--- src/rtl/core/psc_pkg.sv ---
// psc_pkg.sv: widths, constants and shared types of the pressure sensor compensation block.
// No dependencies; every file of the block imports it.
package psc_pkg;

    // Configuration port
    localparam int CFG_IDX_W = 8;
    localparam int CAL_W     = 16;

    localparam logic [CFG_IDX_W-1:0] CAL_IDX_ONE   = 8'd0;
    localparam logic [CFG_IDX_W-1:0] CAL_IDX_TWO   = 8'd1;
    localparam logic [CFG_IDX_W-1:0] CAL_IDX_THREE = 8'd2;
    localparam logic [CFG_IDX_W-1:0] CAL_IDX_FOUR  = 8'd3;

    // Field widths
    localparam int RAW_W = 16;
    localparam int TT_W  = 12;   // temp_tenths
    localparam int PT_W  = 15;   // pressure_tenths_mbar
    localparam int DEG_W = 9;    // temp_degrees
    localparam int MM_W  = 11;   // pressure_mmhg

    // Internal value widths
    localparam int TF_W = 16;    // corrected temperature, before saturation
    localparam int PF_W = 22;    // corrected pressure, before saturation

    // First-order compensation
    localparam logic [16:0]        UT_BASE    = 17'd20224;
    localparam logic [16:0]        PRAW_BASE  = 17'd7168;
    localparam logic [15:0]        GAIN_BASE  = 16'd24576;
    localparam logic [9:0]         K4_BASE    = 10'd512;
    localparam logic [6:0]         K6_T_ADD   = 7'd50;
    localparam logic signed [15:0] T_LOW      = 16'sd200;
    localparam logic signed [15:0] T_HIGH     = 16'sd450;
    localparam logic signed [15:0] P_BASE     = 16'sd2500;
    localparam int                 TDT_SHIFT  = 10;
    localparam int                 OFFS_SHIFT = 12;
    localparam int                 GAIN_SHIFT = 10;
    localparam int                 X_SHIFT    = 14;
    localparam int                 P_SHIFT    = 5;

    // Second-order correction
    localparam logic [6:0]         K6_C_ADD    = 7'd24;
    localparam logic [3:0]         COLD_T_MUL  = 4'd11;
    localparam logic [3:0]         HOT_T_MUL   = 4'd3;
    localparam logic [1:0]         COLD_P_MUL  = 2'd3;
    localparam logic signed [15:0] COLD_P_REF  = 16'sd3500;
    localparam logic signed [15:0] HOT_P_REF   = 16'sd10000;
    localparam int                 T2_SHIFT    = 20;
    localparam int                 COLD_SHIFT  = 14;
    localparam int                 HOT_SHIFT   = 13;

    // Output ranges and unit conversion
    localparam logic signed [15:0] TEMP_MIN    = -16'sd1000;
    localparam logic signed [15:0] TEMP_MAX    = 16'sd2000;
    localparam logic [14:0]        PRES_MAX    = 15'd20000;
    localparam logic [16:0]        MMHG_NUM    = 17'd75006;
    localparam logic [19:0]        MMHG_DEN    = 20'd1000000;
    localparam logic [20:0]        MMHG_RECIP  = 21'd1258391;  // floor(2^24 * 0.075006)
    localparam int                 MMHG_SHIFT  = 24;
    localparam logic [10:0]        DEG_RECIP   = 11'd1639;     // 2^14 / 10, rounded up
    localparam int                 DEG_SHIFT   = 14;

    // Corrected values handed to the output conversion
    typedef struct packed {
        logic signed [TF_W-1:0] temp;
        logic signed [PF_W-1:0] pres;
    } psc_comp_t;

    // One result item, first field in the high bits
    typedef struct packed {
        logic [MM_W-1:0]         pressure_mmhg;
        logic signed [DEG_W-1:0] temp_degrees;
        logic [PT_W-1:0]         pressure_tenths_mbar;
        logic signed [TT_W-1:0]  temp_tenths;
    } psc_result_t;

endpackage

--- src/rtl/core/psc_out_conv.sv ---
// psc_out_conv.sv: saturation and unit conversion (tenths, whole degrees, mmHg).
// Four-stage pipeline with per-stage valid and ready; depends on psc_pkg.
module psc_out_conv
    import psc_pkg::*;
(
    input  logic        clk,
    input  logic        rst_n,
    input  logic        in_valid,
    output logic        in_ready,
    input  psc_comp_t   in_data,
    output logic        out_valid,
    input  logic        out_ready,
    output psc_result_t out_data
);

    localparam int NSTG   = 4;
    localparam int TMAG_W = TT_W - 1;
    localparam int MMA_W  = 35;
    localparam int MMN_W  = 31;
    localparam int DQP_W  = 22;
    localparam int DQ_W   = DEG_W - 1;

    logic [NSTG-1:0] valid_reg;
    logic [NSTG-1:0] en;

    always_comb
    begin
        en[NSTG-1] = !valid_reg[NSTG-1] || out_ready;
        for (int i = NSTG - 2; i >= 0; i--)
        begin
            en[i] = !valid_reg[i] || en[i+1];
        end
    end

    assign in_ready  = en[0];
    assign out_valid = valid_reg[NSTG-1];

    always_ff @(posedge clk or negedge rst_n)
    begin
        if (!rst_n)
        begin
            valid_reg <= '0;
        end
        else
        begin
            if (en[0])
            begin
                valid_reg[0] <= in_valid;
            end
            for (int i = 1; i < NSTG; i++)
            begin
                if (en[i])
                begin
                    valid_reg[i] <= valid_reg[i-1];
                end
            end
        end
    end

    // Stage 1: saturate
    logic signed [TT_W-1:0] ts_next, ts1_reg;
    logic [PT_W-1:0]        ps_next, ps1_reg;

    always_comb
    begin
        priority if (in_data.temp < TF_W'(TEMP_MIN))
            ts_next = TT_W'(TEMP_MIN);
        else if (in_data.temp > TF_W'(TEMP_MAX))
            ts_next = TT_W'(TEMP_MAX);
        else
            ts_next = TT_W'(in_data.temp);

        priority if (in_data.pres[PF_W-1])
            ps_next = '0;
        else if (in_data.pres > $signed({7'b0, PRES_MAX}))
            ps_next = PRES_MAX;
        else
            ps_next = PT_W'(in_data.pres);
    end

    always_ff @(posedge clk)
    begin
        if (en[0])
        begin
            ts1_reg <= ts_next;
            ps1_reg <= ps_next;
        end
    end

    // Stage 2: magnitude of temperature, mmHg products
    logic [TMAG_W-1:0]      tmag_next, tmag2_reg;
    logic                   tneg2_reg;
    logic [MMA_W-1:0]       mma_next, mma2_reg;
    logic [MMN_W-1:0]       mmn_next, mmn2_reg;
    logic signed [TT_W-1:0] ts2_reg;
    logic [PT_W-1:0]        ps2_reg;

    always_comb
    begin
        tmag_next = ts1_reg[TT_W-1] ? TMAG_W'(-ts1_reg) : TMAG_W'(ts1_reg);
        mma_next  = MMA_W'(ps1_reg) * MMA_W'(MMHG_RECIP);
        mmn_next  = MMN_W'(ps1_reg) * MMN_W'(MMHG_NUM);
    end

    always_ff @(posedge clk)
    begin
        if (en[1])
        begin
            tmag2_reg <= tmag_next;
            tneg2_reg <= ts1_reg[TT_W-1];
            mma2_reg  <= mma_next;
            mmn2_reg  <= mmn_next;
            ts2_reg   <= ts1_reg;
            ps2_reg   <= ps1_reg;
        end
    end

    // Stage 3: quotient estimates; mmHg estimate may be one low
    logic [MM_W-1:0]        q0_next, q03_reg;
    logic [MMN_W-1:0]       q0e_next, q0e3_reg;
    logic [DQP_W-1:0]       dqp;
    logic [DQ_W-1:0]        dq_next, dq3_reg;
    logic [MMN_W-1:0]       mmn3_reg;
    logic                   tneg3_reg;
    logic signed [TT_W-1:0] ts3_reg;
    logic [PT_W-1:0]        ps3_reg;

    always_comb
    begin
        q0_next  = MM_W'(mma2_reg >> MMHG_SHIFT);
        q0e_next = MMN_W'(q0_next) * MMN_W'(MMHG_DEN);
        dqp      = DQP_W'(tmag2_reg) * DQP_W'(DEG_RECIP);
        dq_next  = DQ_W'(dqp >> DEG_SHIFT);
    end

    always_ff @(posedge clk)
    begin
        if (en[2])
        begin
            q03_reg   <= q0_next;
            q0e3_reg  <= q0e_next;
            dq3_reg   <= dq_next;
            mmn3_reg  <= mmn2_reg;
            tneg3_reg <= tneg2_reg;
            ts3_reg   <= ts2_reg;
            ps3_reg   <= ps2_reg;
        end
    end

    // Stage 4: mmHg correction, sign of whole degrees
    logic [MMN_W-1:0] rem;
    psc_result_t      result_next, result_reg;

    always_comb
    begin
        rem = mmn3_reg - q0e3_reg;
        result_next.temp_tenths          = ts3_reg;
        result_next.pressure_tenths_mbar = ps3_reg;
        result_next.temp_degrees         = tneg3_reg ? -$signed({1'b0, dq3_reg})
                                                     : $signed({1'b0, dq3_reg});
        result_next.pressure_mmhg        = (rem >= MMN_W'(MMHG_DEN)) ? q03_reg + 1'b1
                                                                     : q03_reg;
    end

    always_ff @(posedge clk)
    begin
        if (en[3])
        begin
            result_reg <= result_next;
        end
    end

    assign out_data = result_reg;

    // Checks
    logic signed [15:0] deg_err;
    assign deg_err = 16'(result_reg.temp_tenths) - 16'(result_reg.temp_degrees) * 16'sd10;

    a_temp_range: assert property (@(posedge clk) disable iff (!rst_n)
        out_valid |-> (result_reg.temp_tenths >= TT_W'(TEMP_MIN))
                   && (result_reg.temp_tenths <= TT_W'(TEMP_MAX)))
        else $error("temp_tenths outside saturation range");

    a_deg_match: assert property (@(posedge clk) disable iff (!rst_n)
        out_valid |-> (deg_err > -16'sd10) && (deg_err < 16'sd10))
        else $error("temp_degrees does not match temp_tenths");

    a_mmhg_zero: assert property (@(posedge clk) disable iff (!rst_n)
        out_valid && (result_reg.pressure_tenths_mbar == '0) |-> result_reg.pressure_mmhg == '0)
        else $error("nonzero mmHg at zero pressure");

endmodule

--- config.mk ---
export PLATFORM = sky130hd
export DESIGN_NAME = psc_out_conv
export DESIGN_NICKNAME = d
export VERILOG_FILES = /design/src/rtl/core/psc_pkg.sv /design/src/rtl/core/psc_out_conv.sv
export SDC_FILE = /design/constraint.sdc
export NUM_CORES = 1
export LEC_CHECK = 0
export BUFFER_PORTS_ARGS = -buffer_cell sky130_fd_sc_hd__buf_2
export CAP_MARGIN = 20
export CORE_AREA = 5 5 234 190
export CTS_CLUSTER_SIZE = 30
export DETAILED_ROUTE_END_ITERATION = 16
export DIE_AREA = 0 0 239 195
export PLACE_DENSITY = 0.72
export SKIP_LAST_GASP = 1
export SYNTH_ARGS = -nofsm -noshare
export SYNTH_HDL_FRONTEND = slang
export SYNTH_SLANG_ARGS = --single-unit
--- constraint.sdc ---
create_clock -name clk -period 8 [get_ports clk]
set_clock_uncertainty 0.1 [all_clocks]
set_input_delay 2 -clock clk [delete_from_list [all_inputs] [get_ports clk]]
set_output_delay 2 -clock clk [all_outputs]
set_load 0.05 [all_outputs]
==> run_results.csv, run 1 <==
group,metric,value,unit
clock_tree,cts_tree,"yes",
finish,syn_to_final_growth,9.39,%
grt,antenna_found_initial,0,
critical_path,cp_common_cell,"fa_1",
critical_path,worstPathMaxFanout,10,
place,place.gp.congestion,0.889,
finish,largest_reg_flops,47,
flow_run,drv_cap,0,
logic_synthesis,netlist_area,22700,um2
clock_tree,root_buffer,"clkbuf_16",
logic_synthesis,seq_area_frac_synth,0.322,
sta,max_freq,0.141,GHz
logic_synthesis,synth_edf_count,240,
finish,final_cell_mix,"inv_1, ha_1, edfxtp_1",
critical_path,critPathCaptureType,"register",
routing,routed_wl,46.4,mm
finish,postLayoutCellArea,24900,um2
place,hpwl,38.1,mm
worst_hold_path,min_path_type,"register to register",
floorplanning,initial_core_util,0.545,
critical_path,startpoint_type,"register",
critical_path,critPathMaxStageDelay,0.70,ns
grt,grt_util_all_layers,0.203,
finish,regArea,7310,um2
critical_path,cp_slowest_cell,"fa_1",
place,numPortBuffers,90,
sta,fin_crit_sh,0.889,
floorplanning,die_area,46600,um2
sta,setup_tns,0,ns
critical_path,worst-path-stages,22,
routing,wl_per_cell,17.6,um
routing,drt_iter0_markers,895,
critical_path,r2r_end,"mma2_reg[34]",
finish,final_nets,2734,
routing,vias,14100,
floorplanning,dieWidth,239,um
finish,drive_gt1_frac,0.0847,
clock_tree,cts_setup_buffers,0,
finish,multi_input_area,13800,um2
logic_synthesis,ys_ff_latch,244,
clock_tree,clk_pin_slew,0.07,ns
logic_synthesis,syn_area_per_cell,11.7,um2
sta,hold_viol_final,0,
grt,grt_first_pass_wirelength,76.6,mm
sta,tightest_slew,1.05,ns
clock_tree,htree_levels,1,
grt,gr-total-overflow,0,
logic_synthesis,syn-num-nets,2617,
clock_tree,cts_resized,0,
logic_synthesis,synth_cells,1940,
finish,layout_commonest_cell,"inv_1",
clock_tree,clk_latency,0.56,ns
floorplanning,die_h,195,um
status,status,"finished clean",
critical_path,required,8.21,ns
logic_synthesis,synth_cell_types,76,
critical_path,arrival,7.32,ns
logic_synthesis,synth_top_flop_cell,"edfxtp_1",
critical_path,critPathKind,"register to register",
critical_path,r2r_start,"ps1_reg[12]",
sta,slew_headroom,0.297,
sta,min_period,7.11,ns
finish,fillers,3231,
place,dpl-instance-area,23900,um2
critical_path,crit_chain,"fa_1 > inv_1 > fa_1 > fa_1 > inv_1 > fa_1 > fa_1 > inv_1 > fa_1 > inv_1 > ha_1 > a21o_1 > a21o_1 > a2111oi_2 > o31ai_1 > a31o_2 > o311ai_4 > o22ai_2 > o41a_1 > a21o_1 > a21oi_2 > xnor2_1",
floorplanning,core_area,41700,um2
floorplanning,boundaryPins,91,
routing,via_per_inst,5.38,
routing,final_antenna_net_count,0,
critical_path,rrSetupSlack,0.89,ns
grt,grt_max_degree,79,
clock_tree,cts_hold_buf,0,
logic_synthesis,synthArstFlopShare,0.0164,
sta,drv_slew,0,
routing,drtPass1Iterations,5,
logic_synthesis,yosysWarnings,0,
critical_path,startpoint,"ps1_reg[12]",
finish,n_antenna_cell,0,
clock_tree,cts.path.max_buffers,3,
clock_tree,clkSinkCount,244,
sta,rsz0062_at_grt,"no",
floorplanning,placementRows,67,
critical_path,rr_worst_depth,22,
critical_path,critPathTopFamily,"adder cells",
clock_tree,numCtsBuffers,27,
critical_path,crit_end,"mma2_reg[34]",
sta,setup_violations,0,
critical_path,crit_buf_inv,4,
grt,grt_pass1_vias,14700,
routing,drc,0,
[worst reg2reg max path, cell delays in order (launching register included)]
cell	delay (ns)
edfxtp_1	0.58
fa_1	0.70
inv_1	0.19
fa_1	0.56
fa_1	0.56
inv_1	0.06
fa_1	0.46
fa_1	0.52
inv_1	0.06
fa_1	0.49
inv_1	0.04
ha_1	0.20
a21o_1	0.17
a21o_1	0.18
a2111oi_2	0.39
o31ai_1	0.13
a31o_2	0.28
o311ai_4	0.24
o22ai_2	0.13
o41a_1	0.37
a21o_1	0.23
a21oi_2	0.16
xnor2_1	0.07
[layer usage]
layer	vias to the layer above	GRT usage	wire length, um
met5	-	0	0
met4	0	0.0446	1100
met3	73	0.0278	2020
met2	319	0.329	21700
met1	6921	0.295	21600
li1	6826	-	-
[area by class of cell]
type,instances,area share
Multi-Input combinational cell,1271,0.556
Sequential cell,244,0.294
Inverter,414,0.0625
Timing Repair Buffer,99,0.0213
Clock inverter,21,0.0108
Tap cell,552,0.0278
Clock buffer,28,0.0273
[worst min-delay path by stage]
stage | cells past startpoint | from | end
2_1_floorplan | 0 | mmn2_reg[10] | mmn3_reg[10]
3_3_place_gp | 0 | ts3_reg[2] | out_data[2]
3_5_place_dp | 0 | ps2_reg[10] | ps3_reg[10]
4_1_cts | 0 | ps2_reg[10] | ps3_reg[10]
5_1_grt | 0 | mmn2_reg[17] | mmn3_reg[17]
6_report | 0 | mmn2_reg[6] | mmn3_reg[6]
[synthesized netlist by cell type, types with 4 or more instances]
cell type | n | area share
xnor2_1 | 76 | 0.029
a21oi_1 | 53 | 0.012
and2_1 | 17 | 0.0047
dfrtp_1 | 4 | 0.0044
o31a_1 | 6 | 0.0023
edfxtp_1 | 240 | 0.32
nor3b_1 | 6 | 0.0020
xor2_1 | 19 | 0.0073
o21ai_0 | 40 | 0.0088
a21oi_2 | 4 | 0.0015
o2111ai_1 | 7 | 0.0027
or3_1 | 10 | 0.0028
mux2i_1 | 7 | 0.0031
and3_1 | 16 | 0.0044
nand4_1 | 11 | 0.0030
ha_1 | 405 | 0.22
nor2b_1 | 11 | 0.0030
inv_1 | 414 | 0.068
or2_2 | 8 | 0.0022
a31o_2 | 5 | 0.0019
a211oi_1 | 11 | 0.0036
nand2_1 | 39 | 0.0064
nor2_1 | 87 | 0.014
nand3_1 | 20 | 0.0044
nand2b_1 | 21 | 0.0058
clkbuf_1 | 6 | 0.00099
nor4_1 | 8 | 0.0022
o21bai_1 | 7 | 0.0023
a211o_1 | 4 | 0.0015
fa_1 | 230 | 0.20
a21o_1 | 28 | 0.0093
nor3_1 | 19 | 0.0042
a31oi_1 | 9 | 0.0025
o21a_1 | 20 | 0.0066
o31ai_1 | 10 | 0.0033
[through the flow]
| stage | setup WS [ns] | hold WS, ns | utilization | std cells |
|---|---|---|---|---|
| final | 0.885 | 0.316 | 0.597 | 2629 |
| after global routing | 0.582 | 0.323 | 0.597 | 2629 |
| after CTS | 0.826 | 0.319 | 0.597 | 2629 |
| after detailed placement | 0.852 | 0.305 | 0.574 | 2580 |
| after global placement | 0.992 | 0.301 | 0.573 | 2579 |
| after floorplan | 1.39 | 0.300 | - | 1940 |
[cells by family after synthesis]
logic type | synth area share
simple gates | 0.0656
compound gates | 0.0759
xor+xnor | 0.0366
buf+inv | 0.0709
fa+ha+maj | 0.426
mux | 0.00358
flops | 0.322
Power of run 1 is not shown: default switching activity piles up to over one toggle a cycle in this logic, so the estimate is an artifact.
==> run 2, diff against run 1 <==
--- a/config.mk
+++ b/config.mk
@@ -7,11 +7,11 @@
 export LEC_CHECK = 0
 export BUFFER_PORTS_ARGS = -buffer_cell sky130_fd_sc_hd__buf_2
 export CAP_MARGIN = 20
-export CORE_AREA = 5 5 234 190
+export CORE_AREA = 5 5 224 183
 export CTS_CLUSTER_SIZE = 30
 export DETAILED_ROUTE_END_ITERATION = 16
-export DIE_AREA = 0 0 239 195
-export PLACE_DENSITY = 0.72
+export DIE_AREA = 0 0 229 188
+export PLACE_DENSITY = 0.77
 export SKIP_LAST_GASP = 1
 export SYNTH_ARGS = -nofsm -noshare
 export SYNTH_HDL_FRONTEND = slang
==> run_results.csv, run 2 (same netlist as run 1, synthesis figures left out) <==
group,metric,value,unit
status,status,"finished clean",
routing,routed_wl,45.5,mm
grt,antenna_found_initial,0,
clock_tree,htree_levels,1,
critical_path,arrival,7.27,ns
worst_hold_path,min_path_type,"register to register",
place,numPortBuffers,90,
sta,drv_slew,0,
floorplanning,core_area,38600,um2
clock_tree,clk_latency,0.54,ns
clock_tree,clk_pin_slew,0.07,ns
critical_path,crit_chain,"fa_1 > inv_1 > fa_1 > fa_1 > fa_1 > inv_1 > fa_1 > inv_1 > fa_1 > inv_1 > ha_1 > a21o_1 > a21o_1 > a2111oi_2 > o31ai_1 > a31o_2 > o311ai_4 > o22ai_2 > o41a_1 > a21o_1 > a21oi_2 > xnor2_1",
floorplanning,initial_core_util,0.588,
critical_path,cp_common_cell,"fa_1",
routing,vias,14100,
sta,setup_tns,0,ns
floorplanning,placementRows,65,
clock_tree,cts_tree,"yes",
grt,grt_util_all_layers,0.216,
routing,drt_iter0_markers,814,
routing,via_per_inst,5.47,
sta,hold_viol_final,0,
clock_tree,cts_setup_buffers,0,
place,hpwl,37.3,mm
sta,rsz0062_at_grt,"no",
floorplanning,die_h,188,um
finish,layout_commonest_cell,"inv_1",
sta,setup_violations,0,
grt,gr-total-overflow,0,
critical_path,critPathKind,"register to register",
critical_path,critPathCaptureType,"register",
clock_tree,root_buffer,"clkbuf_16",
sta,max_freq,0.141,GHz
routing,drc,0,
place,place.gp.congestion,0.900,
floorplanning,boundaryPins,91,
sta,tightest_slew,1.00,ns
sta,min_period,7.08,ns
finish,n_antenna_cell,0,
clock_tree,cts_hold_buf,0,
critical_path,startpoint_type,"register",
clock_tree,cts.path.max_buffers,3,
critical_path,worstPathMaxFanout,10,
critical_path,cp_slowest_cell,"fa_1",
sta,fin_crit_sh,0.885,
floorplanning,dieWidth,229,um
clock_tree,numCtsBuffers,26,
finish,drive_gt1_frac,0.0829,
floorplanning,die_area,43100,um2
finish,final_cell_mix,"inv_1, ha_1, edfxtp_1",
grt,grt_pass1_vias,14800,
finish,syn_to_final_growth,8.54,%
finish,largest_reg_flops,47,
sta,slew_headroom,0.332,
critical_path,rr_worst_depth,22,
grt,grt_max_degree,75,
flow_run,drv_cap,0,
routing,wl_per_cell,17.6,um
grt,grt_first_pass_wirelength,75.8,mm
finish,fillers,2871,
finish,final_nets,2733,
clock_tree,cts_resized,0,
clock_tree,clkSinkCount,244,
critical_path,rrSetupSlack,0.92,ns
routing,drtPass1Iterations,5,
critical_path,required,8.19,ns
critical_path,critPathMaxStageDelay,0.71,ns
worst_hold_path,hold_path_depth,0,
routing,final_antenna_net_count,0,
-- run 2: layout make-up --
cell class | count | area, um2 | share of cell area
Clock inverter | 18 | 135 | 0.00548
Clock buffer | 29 | 683 | 0.0277
Multi-Input combinational cell | 1271 | 13800 | 0.561
Sequential cell | 244 | 7310 | 0.296
Tap cell | 502 | 628 | 0.0255
Timing Repair Buffer | 99 | 531 | 0.0215
Inverter | 414 | 1550 | 0.0630
-- run 2: per-stage QoR --
step                      instances  hold slack (ns)  setup slack [ns]  area (um2)  utilization
after CTS                      2576            0.317             0.923       24600        0.638
after global placement         2529            0.301             0.996       23800        0.617
final                          2577            0.315             0.923       24700        0.638
after floorplan                1940            0.300              1.39       22700            -
after detailed placement       2529            0.305             0.969       23800        0.617
after global routing           2577            0.322             0.649       24700        0.638
-- run 2: path summary, 6_finish.rpt --
kind	from	end
setup / recovery	ps1_reg[12]	mma2_reg[34]
setup reg to reg	ps1_reg[12]	mma2_reg[34]
max in group asynchronous	rst_n	valid_reg[2]
hold / removal	ts2_reg[10]	ts3_reg[10]
hold reg to reg	ts2_reg[10]	ts3_reg[10]
min in group asynchronous	rst_n	valid_reg[3]
-- run 2: metal layers --
metal	GRT usage	wire, um
met2	0.350	21400
met1	0.307	20800
met5	0	0
met3	0.0350	1950
met4	0.0571	1350
-- run 2: worst max-delay path: cells and delay by family, from the launching register on --
| family | cells | cell delay, ns |
|---|---|---|
| DFF | 1 | 0.59 |
| AOI/OAI and AO/OA | 10 | 2.22 |
| xor gates and xnor gates | 1 | 0.07 |
| buffers and inverters | 4 | 0.35 |
| adders and majority gates | 7 | 3.48 |
Power of run 2 is left out for the same reason.
==> run 3, diff against run 2 <==
--- a/config.mk
+++ b/config.mk
@@ -11,7 +11,7 @@
 export CTS_CLUSTER_SIZE = 30
 export DETAILED_ROUTE_END_ITERATION = 16
 export DIE_AREA = 0 0 229 188
-export PLACE_DENSITY = 0.77
+export PLACE_DENSITY_LB_ADDON = 0.05
 export SKIP_LAST_GASP = 1
 export SYNTH_ARGS = -nofsm -noshare
 export SYNTH_HDL_FRONTEND = slang
==> run_results.csv, run 3 (same netlist as run 1, synthesis figures left out) <==
group,metric,value,unit
routing,wl_per_cell,18.4,um
grt,grt_max_degree,70,
routing,drtPass1Iterations,5,
place,pre_cts_slack,0.894,ns
grt,grt_first_pass_wirelength,77.5,mm
routing,drt_iter0_markers,742,
critical_path,arrival,7.30,ns
floorplanning,initial_core_util,0.588,
sta,setup_tns,0,ns
floorplanning,die_h,188,um
critical_path,startpoint_type,"register",
floorplanning,die_area,43100,um2
routing,via_per_inst,5.44,
clock_tree,cts_resized,0,
sta,worst_slack,0.900,ns
clock_tree,cts_tree,"yes",
critical_path,crit_buf_inv,4,
place,place.gp.congestion,0.897,
finish,layout_commonest_cell,"inv_1",
critical_path,critPathTopFamily,"adder cells",
flow_run,drv_cap,0,
finish,largest_reg_flops,47,
floorplanning,dieWidth,229,um
critical_path,critPathMaxStageDelay,0.71,ns
sta,fin_crit_sh,0.887,
critical_path,cp_slowest_cell,"fa_1",
finish,fin_cells,2577,
clock_tree,clk_latency,0.55,ns
finish,final_util,0.637,
clock_tree,htree_levels,1,
critical_path,critPathCaptureType,"register",
sta,min_period,7.10,ns
clock_tree,cts.path.max_buffers,3,
finish,final_nets,2732,
worst_hold_path,min_path_type,"register to register",
clock_tree,root_buffer,"clkbuf_16",
routing,routed_wl,47.4,mm
finish,n_antenna_cell,0,
routing,drc,0,
sta,tightest_slew,0.924,ns
critical_path,required,8.20,ns
critical_path,crit_chain,"fa_1 > inv_1 > fa_1 > fa_1 > fa_1 > inv_1 > fa_1 > inv_1 > fa_1 > inv_1 > ha_1 > a21o_1 > a21o_1 > a2111oi_2 > o31ai_1 > a31o_2 > o311ai_4 > o22ai_2 > o41a_1 > a21o_1 > a21oi_2 > xnor2_1",
grt,antenna_found_initial,0,
finish,final_cell_mix,"inv_1, ha_1, edfxtp_1",
place,numPortBuffers,90,
critical_path,rrSetupSlack,0.90,ns
clock_tree,cts_hold_buf,0,
place,place_inst,2529,
sta,slew_headroom,0.384,
critical_path,worstPathMaxFanout,10,
clock_tree,cts_setup_buffers,0,
clock_tree,numCtsBuffers,26,
routing,final_antenna_net_count,0,
clock_tree,clk_pin_slew,0.07,ns
grt,gr-total-overflow,0,
critical_path,cp_common_cell,"fa_1",
finish,drive_gt1_frac,0.0829,
sta,hold_viol_final,0,
sta,drv_slew,0,
grt,grt_util_all_layers,0.226,
sta,setup_violations,0,
routing,vias,14000,
critical_path,critPathKind,"register to register",
sta,max_freq,0.141,GHz
place,hpwl,39.4,mm
floorplanning,core_area,38600,um2
clock_tree,clkSinkCount,244,
floorplanning,placementRows,65,
status,status,"finished clean",
grt,grt_pass1_vias,14600,
sta,rsz0062_at_grt,"no",
floorplanning,boundaryPins,91,
finish,syn_to_final_growth,8.34,%
## run 3: path summary, 6_finish.rpt
check / from / endpoint / cells after the start
min: ts3_reg[5] / out_data[5] / 0
max: ps1_reg[12] / mma2_reg[34] / 22
min in group asynchronous: rst_n / valid_reg[0] / 1
max reg2reg: ps1_reg[12] / mma2_reg[34] / 22
max in group asynchronous: rst_n / valid_reg[3] / 1
min reg2reg: ts3_reg[5] / out_data[5] / 0
## run 3: layout make-up
cell class | count | area [um2]
fill | 3076 | 14000
multi-input combinational | 1271 | 13800
sequential | 244 | 7310
inverter | 414 | 1550
clock buffer | 31 | 669
tap | 502 | 628
timing repair buffer | 98 | 510
clock inverter | 17 | 124
## run 3: per-layer routing
| metal | global-route usage | wire length [um] | vias up |
|---|---|---|---|
| li1 | - | - | 6825 |
| met1 | 0.342 | 23100 | 6872 |
| met2 | 0.344 | 21000 | 260 |
| met3 | 0.0483 | 2650 | 50 |
| met4 | 0.0368 | 738 | 0 |
| met5 | 0 | 0 | - |
## run 3: worst register-to-register path: cells and delay by family, from the launching register on
kind | cells | cell delay [ns]
compound gates | 10 | 2.24
xor+xnor | 1 | 0.07
fa+ha+maj | 7 | 3.50
buf+inv | 4 | 0.34
flops | 1 | 0.59
## run 3: through the flow
stage / hold WS, ns / instance area, um2
after floorplan: 0.300 / 22700
after global placement: 0.300 / 23800
after detailed placement: 0.305 / 23800
after CTS: 0.318 / 24600
after global routing: 0.328 / 24600
final: 0.315 / 24600
Power of run 3 is left out for the same reason.
